[config.mk]
export PLATFORM = sky130hd
export DESIGN_NAME = packed_pattern_event_unpacker_core_flat
export DESIGN_NICKNAME = d
export VERILOG_FILES = /design/src/ppeu_pkg.sv /design/src/ppeu_byte_if.sv /design/src/ppeu_event_if.sv /design/src/ppeu_decoder.sv /design/src/ppeu_out_reg.sv /design/src/packed_pattern_event_unpacker_core.sv /design/src/flat_wrapper.sv
export SDC_FILE = /design/constraint.sdc
export NUM_CORES = 1
export LEC_CHECK = 0
export ABC_AREA = 1
export BUFFER_PORTS_ARGS = -buffer_cell sky130_fd_sc_hd__buf_2
export CAP_MARGIN = 20
export CORE_MARGIN = 2
export CORE_UTILIZATION = 56
export CTS_CLUSTER_DIAMETER = 120
export DETAILED_ROUTE_END_ITERATION = 10
export MAX_ROUTING_LAYER = met4
export PLACE_DENSITY = 0.78
export RECOVER_POWER = 100
export SLEW_MARGIN = 20
export SYNTH_ARGS = -nofsm -noshare
export SYNTH_HDL_FRONTEND = slang
export SYNTH_SLANG_ARGS = --single-unit
[constraint.sdc]
create_clock -name clk -period 8.35 [get_ports clk]
set_input_delay 1.67 -clock clk [delete_from_list [all_inputs] [get_ports clk]]
set_output_delay 1.67 -clock clk [all_outputs]
set_load 0.05 [all_outputs]
[src/ppeu_pkg.sv]
// package: shared types, codes and helpers of the packed pattern event unpacker
`timescale 1ns / 1ps
package ppeu_pkg;

	localparam logic [7:0] GRP_NOTE   = 8'h80;
	localparam logic [7:0] GRP_VOLUME = 8'h40;
	localparam logic [7:0] GRP_EFFECT = 8'h20;
	localparam logic [7:0] CHAN_MASK  = 8'h1f;

	localparam int CHAN_W = 5;

	localparam logic [2:0] PEND_NOTE   = 3'b100;
	localparam logic [2:0] PEND_VOL    = 3'b010;
	localparam logic [2:0] PEND_EFFECT = 3'b001;

	localparam logic [7:0] ROWS_RESET  = 8'd64;
	localparam logic [7:0] CHANS_RESET = 8'd32;

	typedef enum logic [0:0] {
		REG_ROWS  = 1'b0,
		REG_CHANS = 1'b1
	} reg_idx_t;

	typedef enum logic [2:0] {
		PH_FLAGS  = 3'd0,
		PH_NOTE   = 3'd1,
		PH_INSTR  = 3'd2,
		PH_VOL    = 3'd3,
		PH_EFFECT = 3'd4,
		PH_PARAM  = 3'd5
	} phase_t;

	typedef struct packed {
		logic [7:0]        row;
		logic [CHAN_W-1:0] channel;
		logic [7:0]        note;
		logic [7:0]        instrument;
		logic [7:0]        volume;
		logic [7:0]        effect;
		logic [7:0]        effect_param;
	} evt_t;

	typedef struct packed {
		logic [7:0] rows;
		logic [7:0] chans;
	} cfg_t;

	// first group still due, flags phase when none
	function automatic phase_t next_phase(input logic [2:0] pend);
		phase_t ph;
		if ((pend & PEND_NOTE) != 3'b000) begin
			ph = PH_NOTE;
		end else if ((pend & PEND_VOL) != 3'b000) begin
			ph = PH_VOL;
		end else if ((pend & PEND_EFFECT) != 3'b000) begin
			ph = PH_EFFECT;
		end else begin
			ph = PH_FLAGS;
		end
		return ph;
	endfunction

endpackage

[src/ppeu_byte_if.sv]
// interface: byte stream channel with valid/ready handshake
`timescale 1ns / 1ps
interface ppeu_byte_if;
	logic       valid;
	logic       ready;
	logic [7:0] data_byte;
	logic       last_byte;

	modport source (output valid, output data_byte, output last_byte, input ready);
	modport sink (input valid, input data_byte, input last_byte, output ready);
endinterface

[src/ppeu_event_if.sv]
// interface: decoded event channel with valid/ready handshake
`timescale 1ns / 1ps
interface ppeu_event_if;
	logic       valid;
	logic       ready;
	logic [7:0] row;
	logic [4:0] channel;
	logic [7:0] note;
	logic [7:0] instrument;
	logic [7:0] volume;
	logic [7:0] effect;
	logic [7:0] effect_param;

	modport source (
		output valid, output row, output channel, output note, output instrument,
		output volume, output effect, output effect_param, input ready
	);
	modport sink (
		input valid, input row, input channel, input note, input instrument,
		input volume, input effect, input effect_param, output ready
	);
endinterface

[src/ppeu_decoder.sv]
// module: per-byte phase state machine and event field assembly
`timescale 1ns / 1ps
module ppeu_decoder
	import ppeu_pkg::*;
(
	input  logic       clk,
	input  logic       arst_n,
	input  logic       accept,
	input  logic [7:0] data_byte,
	input  logic       last_byte,
	input  cfg_t       cfg,
	output logic       evt_valid,
	output evt_t       evt
);

	phase_t            phase_q, phase_nx;
	logic [2:0]        pend_q, pend_nx;
	logic [CHAN_W-1:0] chan_q, chan_nx;
	logic [7:0]        row_q, row_nx;
	logic [7:0]        held_q, held_nx;
	logic [7:0]        note_q, note_nx;
	logic [7:0]        instr_q, instr_nx;
	logic [7:0]        vol_q, vol_nx;
	logic [7:0]        eff_q, eff_nx;
	logic [7:0]        param_q, param_nx;
	logic              done;
	logic [2:0]        pend_flags;

	assign pend_flags = {(data_byte & GRP_NOTE) != 8'h00,
		(data_byte & GRP_VOLUME) != 8'h00,
		(data_byte & GRP_EFFECT) != 8'h00};

	// next state
	always_comb begin
		phase_nx = phase_q;
		pend_nx  = pend_q;
		chan_nx  = chan_q;
		row_nx   = row_q;
		held_nx  = held_q;
		note_nx  = note_q;
		instr_nx = instr_q;
		vol_nx   = vol_q;
		eff_nx   = eff_q;
		param_nx = param_q;
		done     = 1'b0;
		unique case (phase_q)
			PH_NOTE: begin
				held_nx  = data_byte;
				phase_nx = PH_INSTR;
				done     = last_byte;
			end
			PH_INSTR: begin
				note_nx  = held_q;
				instr_nx = data_byte;
				pend_nx  = pend_q & ~PEND_NOTE;
				phase_nx = next_phase(pend_nx);
				done     = (phase_nx == PH_FLAGS) || last_byte;
			end
			PH_VOL: begin
				vol_nx   = data_byte;
				pend_nx  = pend_q & ~PEND_VOL;
				phase_nx = next_phase(pend_nx);
				done     = (phase_nx == PH_FLAGS) || last_byte;
			end
			PH_EFFECT: begin
				held_nx  = data_byte;
				phase_nx = PH_PARAM;
				done     = last_byte;
			end
			PH_PARAM: begin
				eff_nx   = held_q;
				param_nx = data_byte;
				pend_nx  = pend_q & ~PEND_EFFECT;
				done     = 1'b1;
			end
			PH_FLAGS: begin
				if (row_q >= cfg.rows) begin
					done = 1'b0;
				end else if (data_byte == 8'h00) begin
					row_nx = row_q + 8'd1;
				end else begin
					chan_nx  = data_byte[CHAN_W-1:0];
					note_nx  = 8'h00;
					instr_nx = 8'h00;
					vol_nx   = 8'h00;
					eff_nx   = 8'h00;
					param_nx = 8'h00;
					pend_nx  = pend_flags;
					phase_nx = next_phase(pend_flags);
					done     = (phase_nx == PH_FLAGS) || last_byte;
				end
			end
			default: begin
				phase_nx = PH_FLAGS;
			end
		endcase
		if (done) begin
			phase_nx = PH_FLAGS;
			pend_nx  = 3'b000;
		end
	end

	// outputs
	always_comb begin
		evt_valid        = accept && done && ({3'b000, chan_nx} < cfg.chans);
		evt.row          = row_q;
		evt.channel      = chan_nx;
		evt.note         = note_nx;
		evt.instrument   = instr_nx;
		evt.volume       = vol_nx;
		evt.effect       = eff_nx;
		evt.effect_param = param_nx;
	end

	always_ff @(posedge clk or negedge arst_n) begin
		if (!arst_n) begin
			phase_q <= PH_FLAGS;
			pend_q  <= 3'b000;
			chan_q  <= '0;
			row_q   <= 8'h00;
			held_q  <= 8'h00;
			note_q  <= 8'h00;
			instr_q <= 8'h00;
			vol_q   <= 8'h00;
			eff_q   <= 8'h00;
			param_q <= 8'h00;
		end else if (accept) begin
			if (last_byte) begin
				phase_q <= PH_FLAGS;
				pend_q  <= 3'b000;
				chan_q  <= '0;
				row_q   <= 8'h00;
				held_q  <= 8'h00;
				note_q  <= 8'h00;
				instr_q <= 8'h00;
				vol_q   <= 8'h00;
				eff_q   <= 8'h00;
				param_q <= 8'h00;
			end else begin
				phase_q <= phase_nx;
				pend_q  <= pend_nx;
				chan_q  <= chan_nx;
				row_q   <= row_nx;
				held_q  <= held_nx;
				note_q  <= note_nx;
				instr_q <= instr_nx;
				vol_q   <= vol_nx;
				eff_q   <= eff_nx;
				param_q <= param_nx;
			end
		end
	end

endmodule

[src/ppeu_out_reg.sv]
// module: result register driving the event channel
`timescale 1ns / 1ps
module ppeu_out_reg
	import ppeu_pkg::*;
(
	input  logic  clk,
	input  logic  arst_n,
	input  logic  evt_valid,
	input  evt_t  evt,
	output logic  can_take,
	ppeu_event_if.source events
);

	logic valid_q;
	evt_t evt_q;

	assign can_take = !valid_q || events.ready;

	always_ff @(posedge clk or negedge arst_n) begin
		if (!arst_n) begin
			valid_q <= 1'b0;
		end else if (can_take) begin
			valid_q <= evt_valid;
		end
	end

	always_ff @(posedge clk) begin
		if (can_take && evt_valid) begin
			evt_q <= evt;
		end
	end

	assign events.valid        = valid_q;
	assign events.row          = evt_q.row;
	assign events.channel      = evt_q.channel;
	assign events.note         = evt_q.note;
	assign events.instrument   = evt_q.instrument;
	assign events.volume       = evt_q.volume;
	assign events.effect       = evt_q.effect;
	assign events.effect_param = evt_q.effect_param;

endmodule

[src/packed_pattern_event_unpacker_core.sv]
// top level: packed pattern event unpacker with configuration registers
// Takes one byte of packed pattern data per clock while bytes.ready is high and gives
// at most one decoded event per byte. The event of a byte appears on the event
// channel in the cycle after the byte transaction, from a single result register;
// the byte channel stays ready while that register is empty or being taken, so
// with an open event channel a byte goes in every cycle. The phase state register
// is updated once per accepted byte. Configuration writes are meant for idle
// periods between patterns; the byte flagged last_byte returns all decode state
// to its reset values.
`timescale 1ns / 1ps
module packed_pattern_event_unpacker_core
	import ppeu_pkg::*;
(
	input  logic       clk,
	input  logic       arst_n,
	input  logic       cfg_wr_en,
	input  logic [0:0] cfg_index,
	input  logic [7:0] cfg_wdata,
	ppeu_byte_if.sink  bytes,
	ppeu_event_if.source events
);

	cfg_t cfg_q;
	logic accept;
	logic can_take;
	logic evt_valid;
	evt_t evt;

	always_ff @(posedge clk or negedge arst_n) begin
		if (!arst_n) begin
			cfg_q.rows  <= ROWS_RESET;
			cfg_q.chans <= CHANS_RESET;
		end else if (cfg_wr_en) begin
			unique case (reg_idx_t'(cfg_index))
				REG_ROWS:  cfg_q.rows  <= cfg_wdata;
				REG_CHANS: cfg_q.chans <= cfg_wdata;
				default:   cfg_q       <= cfg_q;
			endcase
		end
	end

	assign bytes.ready = can_take;
	assign accept      = bytes.valid && can_take;

	ppeu_decoder u_decoder (
		.clk       (clk),
		.arst_n    (arst_n),
		.accept    (accept),
		.data_byte (bytes.data_byte),
		.last_byte (bytes.last_byte),
		.cfg       (cfg_q),
		.evt_valid (evt_valid),
		.evt       (evt)
	);

	ppeu_out_reg u_out_reg (
		.clk       (clk),
		.arst_n    (arst_n),
		.evt_valid (evt_valid),
		.evt       (evt),
		.can_take  (can_take),
		.events    (events)
	);

endmodule
[src/flat_wrapper.sv]
// flat-port wrapper written by rule: the top's interface ports become plain ports
module packed_pattern_event_unpacker_core_flat import ppeu_pkg::*;
  (clk, arst_n, cfg_wr_en, cfg_index, cfg_wdata, bytes_valid, bytes_data_byte, bytes_last_byte, bytes_ready, events_valid, events_row, events_channel, events_note, events_instrument, events_volume, events_effect, events_effect_param, events_ready);
  ppeu_byte_if bytes_i ();
  ppeu_event_if events_i ();
  input  logic clk;
  input  logic arst_n;
  input  logic cfg_wr_en;
  input  logic [0:0] cfg_index;
  input  logic [7:0] cfg_wdata;
  input wire logic [$bits(bytes_i.valid)-1:0] bytes_valid;
  input wire logic [$bits(bytes_i.data_byte)-1:0] bytes_data_byte;
  input wire logic [$bits(bytes_i.last_byte)-1:0] bytes_last_byte;
  output wire logic [$bits(bytes_i.ready)-1:0] bytes_ready;
  output wire logic [$bits(events_i.valid)-1:0] events_valid;
  output wire logic [$bits(events_i.row)-1:0] events_row;
  output wire logic [$bits(events_i.channel)-1:0] events_channel;
  output wire logic [$bits(events_i.note)-1:0] events_note;
  output wire logic [$bits(events_i.instrument)-1:0] events_instrument;
  output wire logic [$bits(events_i.volume)-1:0] events_volume;
  output wire logic [$bits(events_i.effect)-1:0] events_effect;
  output wire logic [$bits(events_i.effect_param)-1:0] events_effect_param;
  input wire logic [$bits(events_i.ready)-1:0] events_ready;
  assign bytes_i.valid = bytes_valid;
  assign bytes_i.data_byte = bytes_data_byte;
  assign bytes_i.last_byte = bytes_last_byte;
  assign bytes_ready = bytes_i.ready;
  assign events_valid = events_i.valid;
  assign events_row = events_i.row;
  assign events_channel = events_i.channel;
  assign events_note = events_i.note;
  assign events_instrument = events_i.instrument;
  assign events_volume = events_i.volume;
  assign events_effect = events_i.effect;
  assign events_effect_param = events_i.effect_param;
  assign events_i.ready = events_ready;
  packed_pattern_event_unpacker_core u_core (.clk(clk), .arst_n(arst_n), .cfg_wr_en(cfg_wr_en), .cfg_index(cfg_index), .cfg_wdata(cfg_wdata), .bytes(bytes_i), .events(events_i));
endmodule
== Word level (Yosys, flattened, before mapping) ==
Cells that the tools add are included.

* Output and inout port bits: 55
* Flip-flop bits (word level): 137
* Bits of input ports: 23

* Bitwise operators: 1
* Order comparisons: 2
* Add/subtract/negate cells: 1
* Reduce and logical (&&, ||, !) cells: 29
* Mux-type cells: 54
* Eq/ne operators: 11

{| class="wikitable"
|+ Operator list
! kind !! number
|-
| 8-bit two-way mux || 21
|-
| 8-bit one-hot mux with 2 select lines || 5
|-
| 3-bit two-way mux || 19
|-
| 5-bit two-way mux || 4
|-
| 3-bit one-hot mux with 6 select lines || 1
|-
| 6-bit AND reduction || 3
|-
| 3-bit logical NOT || 4
|-
| 3-bit one-hot mux with 4 select lines || 1
|-
| 4-bit nonzero test || 3
|-
| 3-bit inequality test (second input constant) || 3
|-
| 8-bit by 1-bit adder with 8-bit output (second input constant) || 1
|-
| 8-bit greater-or-equal comparator || 1
|-
| 8-bit logical NOT || 1
|-
| 5-bit by 8-bit less-than comparator with 1-bit output || 1
|-
| 4-bit inequality test (second input constant) || 2
|-
| 4-bit AND reduction || 2
|-
| 3-bit by 2-bit equality test with 1-bit output (second input constant) || 2
|-
| 3-bit equality test (second input constant) || 2
|-
| 2-bit AND reduction || 3
|-
| 2-bit nonzero test || 3
|-
| 1-bit one-hot mux with 5 select lines || 1
|-
| 1-bit logical AND || 4
|-
| 1-bit logical OR || 4
|-
| 3-bit by 1-bit equality test with 1-bit output (second input constant) || 1
|-
| 5 further kinds || 6
|}

== Longest topological paths before layout ==
* Depth in word-level cells: 14
* Mapped depth: 23
* Depth with buffers taken out: 23

== Hierarchy ==
A second synthesis with hierarchy kept.

* Cell total of the unflattened synthesis: 636
* Area, all modules: 6,155.9 um^2

{| class="wikitable"
|+ By module, submodules not included
! module !! sequential area each (um^2) !! area an instance (um^2) !! times used !! cells an instance
|-
| ppeu_decoder || 1,676.6 || 3,858.7 || 1 || 505
|-
| ppeu_out_reg || 1,616.6 || 1,636.6 || 1 || 59
|-
| packed_pattern_event_unpacker_core || 402.9 || 660.6 || 1 || 72
|}

== Worst setup path after synthesis ==
Ideal clock, no wire load.

* Kind: in2reg
* Start: input port bytes_data_byte[7]
* End: register u_core.u_out_reg.evt_q, in the netlist u_core.u_out_reg.events.channel[0], enable pin
* Cell stages on the path: 14
* Setup slack: 3.856 ns
* Data arrival time: 4.086 ns
* Setup time: 0.407 ns
* Data required time: 7.943 ns
* Cell sequence: nor2_2 > nand2_1 > nor2_4 > nor2_1 > inv_1 > nand2_1 > o21ai_0 > inv_1 > ha_1 > a21oi_1 > nand2_1 > nand2_1 > nand3_1 > inv_1

{| class="wikitable"
|+ RTL lines
! element !! line !! text
|-
| from (decl) || flat_wrapper.sv:12 || <nowiki>input wire logic [$bits(bytes_i.data_byte)-1:0] bytes_data_byte;</nowiki>
|-
| to (signal assigned) || ppeu_out_reg.sv:29 || <nowiki>evt_q <= evt;</nowiki>
|-
| to (decl) || ppeu_out_reg.sv:15 || <nowiki>evt_t evt_q;</nowiki>
|}

==> impl_metrics.env <==
export IMPL_finalSetupTns_ps=0
export IMPL_dp_cells=817
export IMPL_critPathRequiredTime_ps=7890
export IMPL_grt_pass1_vias=4626
export IMPL_cpLargestDelayFamily="buffers and inverters"
export IMPL_crit_arrival_ps=5450
export IMPL_reg2reg_from="u_core.u_decoder.row_q[0]"
export IMPL_holdCritPathClass="reg2reg"
export IMPL_htree_num_levels=4
export IMPL_cts_resized=0
export IMPL_crit_path_frequent_cell="nand2_1"
export IMPL_stdcell_count=849
export IMPL_maxSlewViolCount=156
export IMPL_portBuffers=77
export IMPL_grt_pass1_wl_um=23040
export IMPL_insertedDiodeCount=0
export IMPL_path_clk_slew_ps=60
export IMPL_setup_viol=0
export IMPL_p_per_area_nw_per_um2=383.8
export IMPL_synth_seq_cells=137
export IMPL_grt_max_degree=85
export IMPL_worstMarginPinSlew_ps=4461
export IMPL_track_usage=0.2688
export IMPL_clockRootBuffer="clkbuf_8"
export IMPL_num_vias=4615
export IMPL_initial_core_util=0.5702
export IMPL_clockBufferDepth=2
export IMPL_nFillCells=878
export IMPL_mappedNetlistArea_um2=6127
export IMPL_layout_common_cells="nand2_1, inv_1, dfrtp_1"
export IMPL_period_share=0.7080
export IMPL_fp_coreArea_um2=10750
export IMPL_clk_latency_ps=530
export IMPL_numCtsBuffers=17
export IMPL_pin_count=78
export IMPL_fin_skew_ps=6.531
export IMPL_yosys_area_share_simple=0.1311
export IMPL_cts_sink_count=137
export IMPL_yosys_area_share_adder=0.02655
export IMPL_slowest_stage="clkinvlp_2"
export IMPL_period_needed_ps=5912
export IMPL_ys_warn_count=0
export IMPL_max_slew_margin=-1.974
export IMPL_grt_overflow=0
export IMPL_crit_type="in2reg"
export IMPL_postCtsHoldBufs=0
export IMPL_synth_cells=614
export IMPL_largest_reg_flops=16
export IMPL_synth_area_leader_cell="dfrtp_1"
export IMPL_reg2reg_slack_ps=2810
export IMPL_rsz0062_at_grt="false"
export IMPL_post_cts_setup_buffer_count=0
export IMPL_min_from="u_core.cfg_q[6]"
export IMPL_viasPerCell=5.436
export IMPL_whs_ps=490.3
export IMPL_die_w_um=108.6
export IMPL_drv_cap=3
export IMPL_place_congestion=0.9261
export IMPL_wl_per_cell_um=16.44
export IMPL_synth_fp_nets=650
export IMPL_violations="capacitance limit, slew limit"
export IMPL_first_iter_violations=462
export IMPL_crit_buf_inv=5
export IMPL_synth_top_family_by_area="compound AO/OA/AOI/OAI gates"
export IMPL_max_stage_delay_ps=1780
export IMPL_finalHoldViolCount=0
export IMPL_yosysUniqueCellTypes=40
export IMPL_die_h_um=108.6
export IMPL_antenna_found_initial=0
export IMPL_muxShareOfSynthArea=0
export IMPL_synth_top_area_share=0.3349
export IMPL_synth_compound_area_frac=0.1491
export IMPL_worstPathMaxFanout=53
export IMPL_start_kind="primary input"
export IMPL_cts_tree="yes"
export IMPL_syn_avg_cell_area_um2=9.979
export IMPL_drc=0
export IMPL_cp_cell_sequence="clkbuf_1, nor2_1, nand2_1, nor2_1, nor2_1, inv_1, nand2_1, o21ai_0, inv_1, ha_1, nand2_1, inv_1, nand2_1, nand2_1, nand2_1, nand3_1, clkinvlp_2"
export IMPL_worstSetupStartpoint="bytes_data_byte[4]"
export IMPL_max_freq_mhz=169.2
export IMPL_firstDrtPassIters=6
export IMPL_status="complete, but fails checks"
export IMPL_wl_um=13960
export IMPL_ant_nets=0
export IMPL_cp_end_kind="flip-flop"
export IMPL_power_leakage_nw=3.330
export IMPL_fin_nets=732
export IMPL_yosysSeqAreaShare=0.6032
export IMPL_drive_above_1_share=0.1044
export IMPL_synth_area_leaders="dfrtp_1, edfxtp_1, nand2_1"
export IMPL_final_common_cell="nand2_1"
export IMPL_ir_drop_v=0.0001922
export IMPL_synth_xor_xnor_area_share=0.001429
export IMPL_regMostFlops="u_core.cfg_q"
export IMPL_hpwl_um=9002
export IMPL_std_cell_rows=38
export IMPL_syn_to_final_growth_pct=16.38
export IMPL_die_area_um2=11790
metrics by stage:
step | power [mW] | worst slack (ps) | util | instance area, um^2
final | 2.737 | 2438 | 0.6636 | 7131
after global routing | 2.876 | 1923 | 0.6636 | 7131
after CTS | 2.787 | 4137 | 0.6806 | 7313
after detailed placement | 1.926 | 3597 | 0.6170 | 6630
after global placement | 1.897 | 3761 | 0.6170 | 6630
after floorplan | 1.702 | 3856 | - | 6127
final timing paths:
kind,to,cells past startpoint
max,u_core.u_out_reg.events.effect[1],17
min,u_core.cfg_q[6],2
max reg2reg,u_core.u_out_reg.events.effect[1],22
min reg2reg,u_core.cfg_q[6],2
max in group asynchronous,u_core.u_decoder.vol_q[4],1
min in group asynchronous,u_core.u_decoder.eff_q[1],1
where the power goes:
part	switching (mW)	internal (mW)	total (mW)
logic	0.731	0.175	0.906
clock network	0.277	0.577	0.854
registers	0.0780	0.899	0.976
total	1.09	1.65	2.74
layout make-up:
type | count | area [um^2] | share of cell area
clock buffers | 21 | 469.2 | 0.06580
inverters | 123 | 465.4 | 0.06527
flip-flops and latches | 137 | 3696 | 0.5183
repair buffers | 79 | 322.8 | 0.04527
well taps | 140 | 175.2 | 0.02457
multi-input cells | 338 | 1788 | 0.2507
clock inverters | 11 | 214.0 | 0.03001
routing by layer:
layer | vias to the layer above | share of wire | global-route usage
met5 | - | 0 | -
met4 | 0 | 0.018 | 0.08974
met3 | 26 | 0.064 | 0.07052
met2 | 183 | 0.49 | 0.4116
met1 | 2215 | 0.43 | 0.3519
li1 | 2191 | - | -
kinds of logic after synthesis:
| family | count (synthesis) |
|---|---|
| AOI/OAI and AO/OA | 142 |
| xor gates and xnor gates | 1 |
| adders and majority gates | 13 |
| buffers and inverters | 139 |
| DFF | 137 |
| and+or+nand+nor | 182 |
cells in the mapped netlist:
| master | number |
|---|---|
| nor2_8 | 1 |
| ha_1 | 13 |
| o21ai_0 | 65 |
| nor2_1 | 23 |
| buf_2 | 6 |
| o22ai_2 | 10 |
| a221oi_1 | 1 |
| nand3_1 | 10 |
| nor3_2 | 1 |
| clkinv_4 | 1 |
| clkinv_2 | 1 |
| nand4_1 | 2 |
| o21ai_1 | 1 |
| o31ai_1 | 3 |
| nor2_2 | 4 |
| clkbuf_1 | 9 |
| a22oi_1 | 24 |
| dfstp_2 | 2 |
| nand2_4 | 2 |
| edfxtp_1 | 53 |
| a21oi_1 | 13 |
| nor4_1 | 1 |
| nor2_4 | 3 |
| nor3_1 | 4 |
| inv_1 | 114 |
| and3_1 | 1 |
| nand3_2 | 1 |
| a21oi_2 | 1 |
| o21a_1 | 1 |
| o21ai_2 | 1 |
| xor2_1 | 1 |
| dfrtp_1 | 82 |
| nand2_2 | 3 |
| o21ai_4 | 1 |
| a2111oi_2 | 1 |
| nand4_2 | 1 |
| o22ai_1 | 20 |
| buf_6 | 1 |
| inv_2 | 7 |
| nand2_1 | 125 |
worst min-delay path, cell delays in order (launching register included):
cell and delay, ps:
dfrtp_1 350, nand2_1 50, o21ai_0 60
Power figures use the tool's default switching activity.
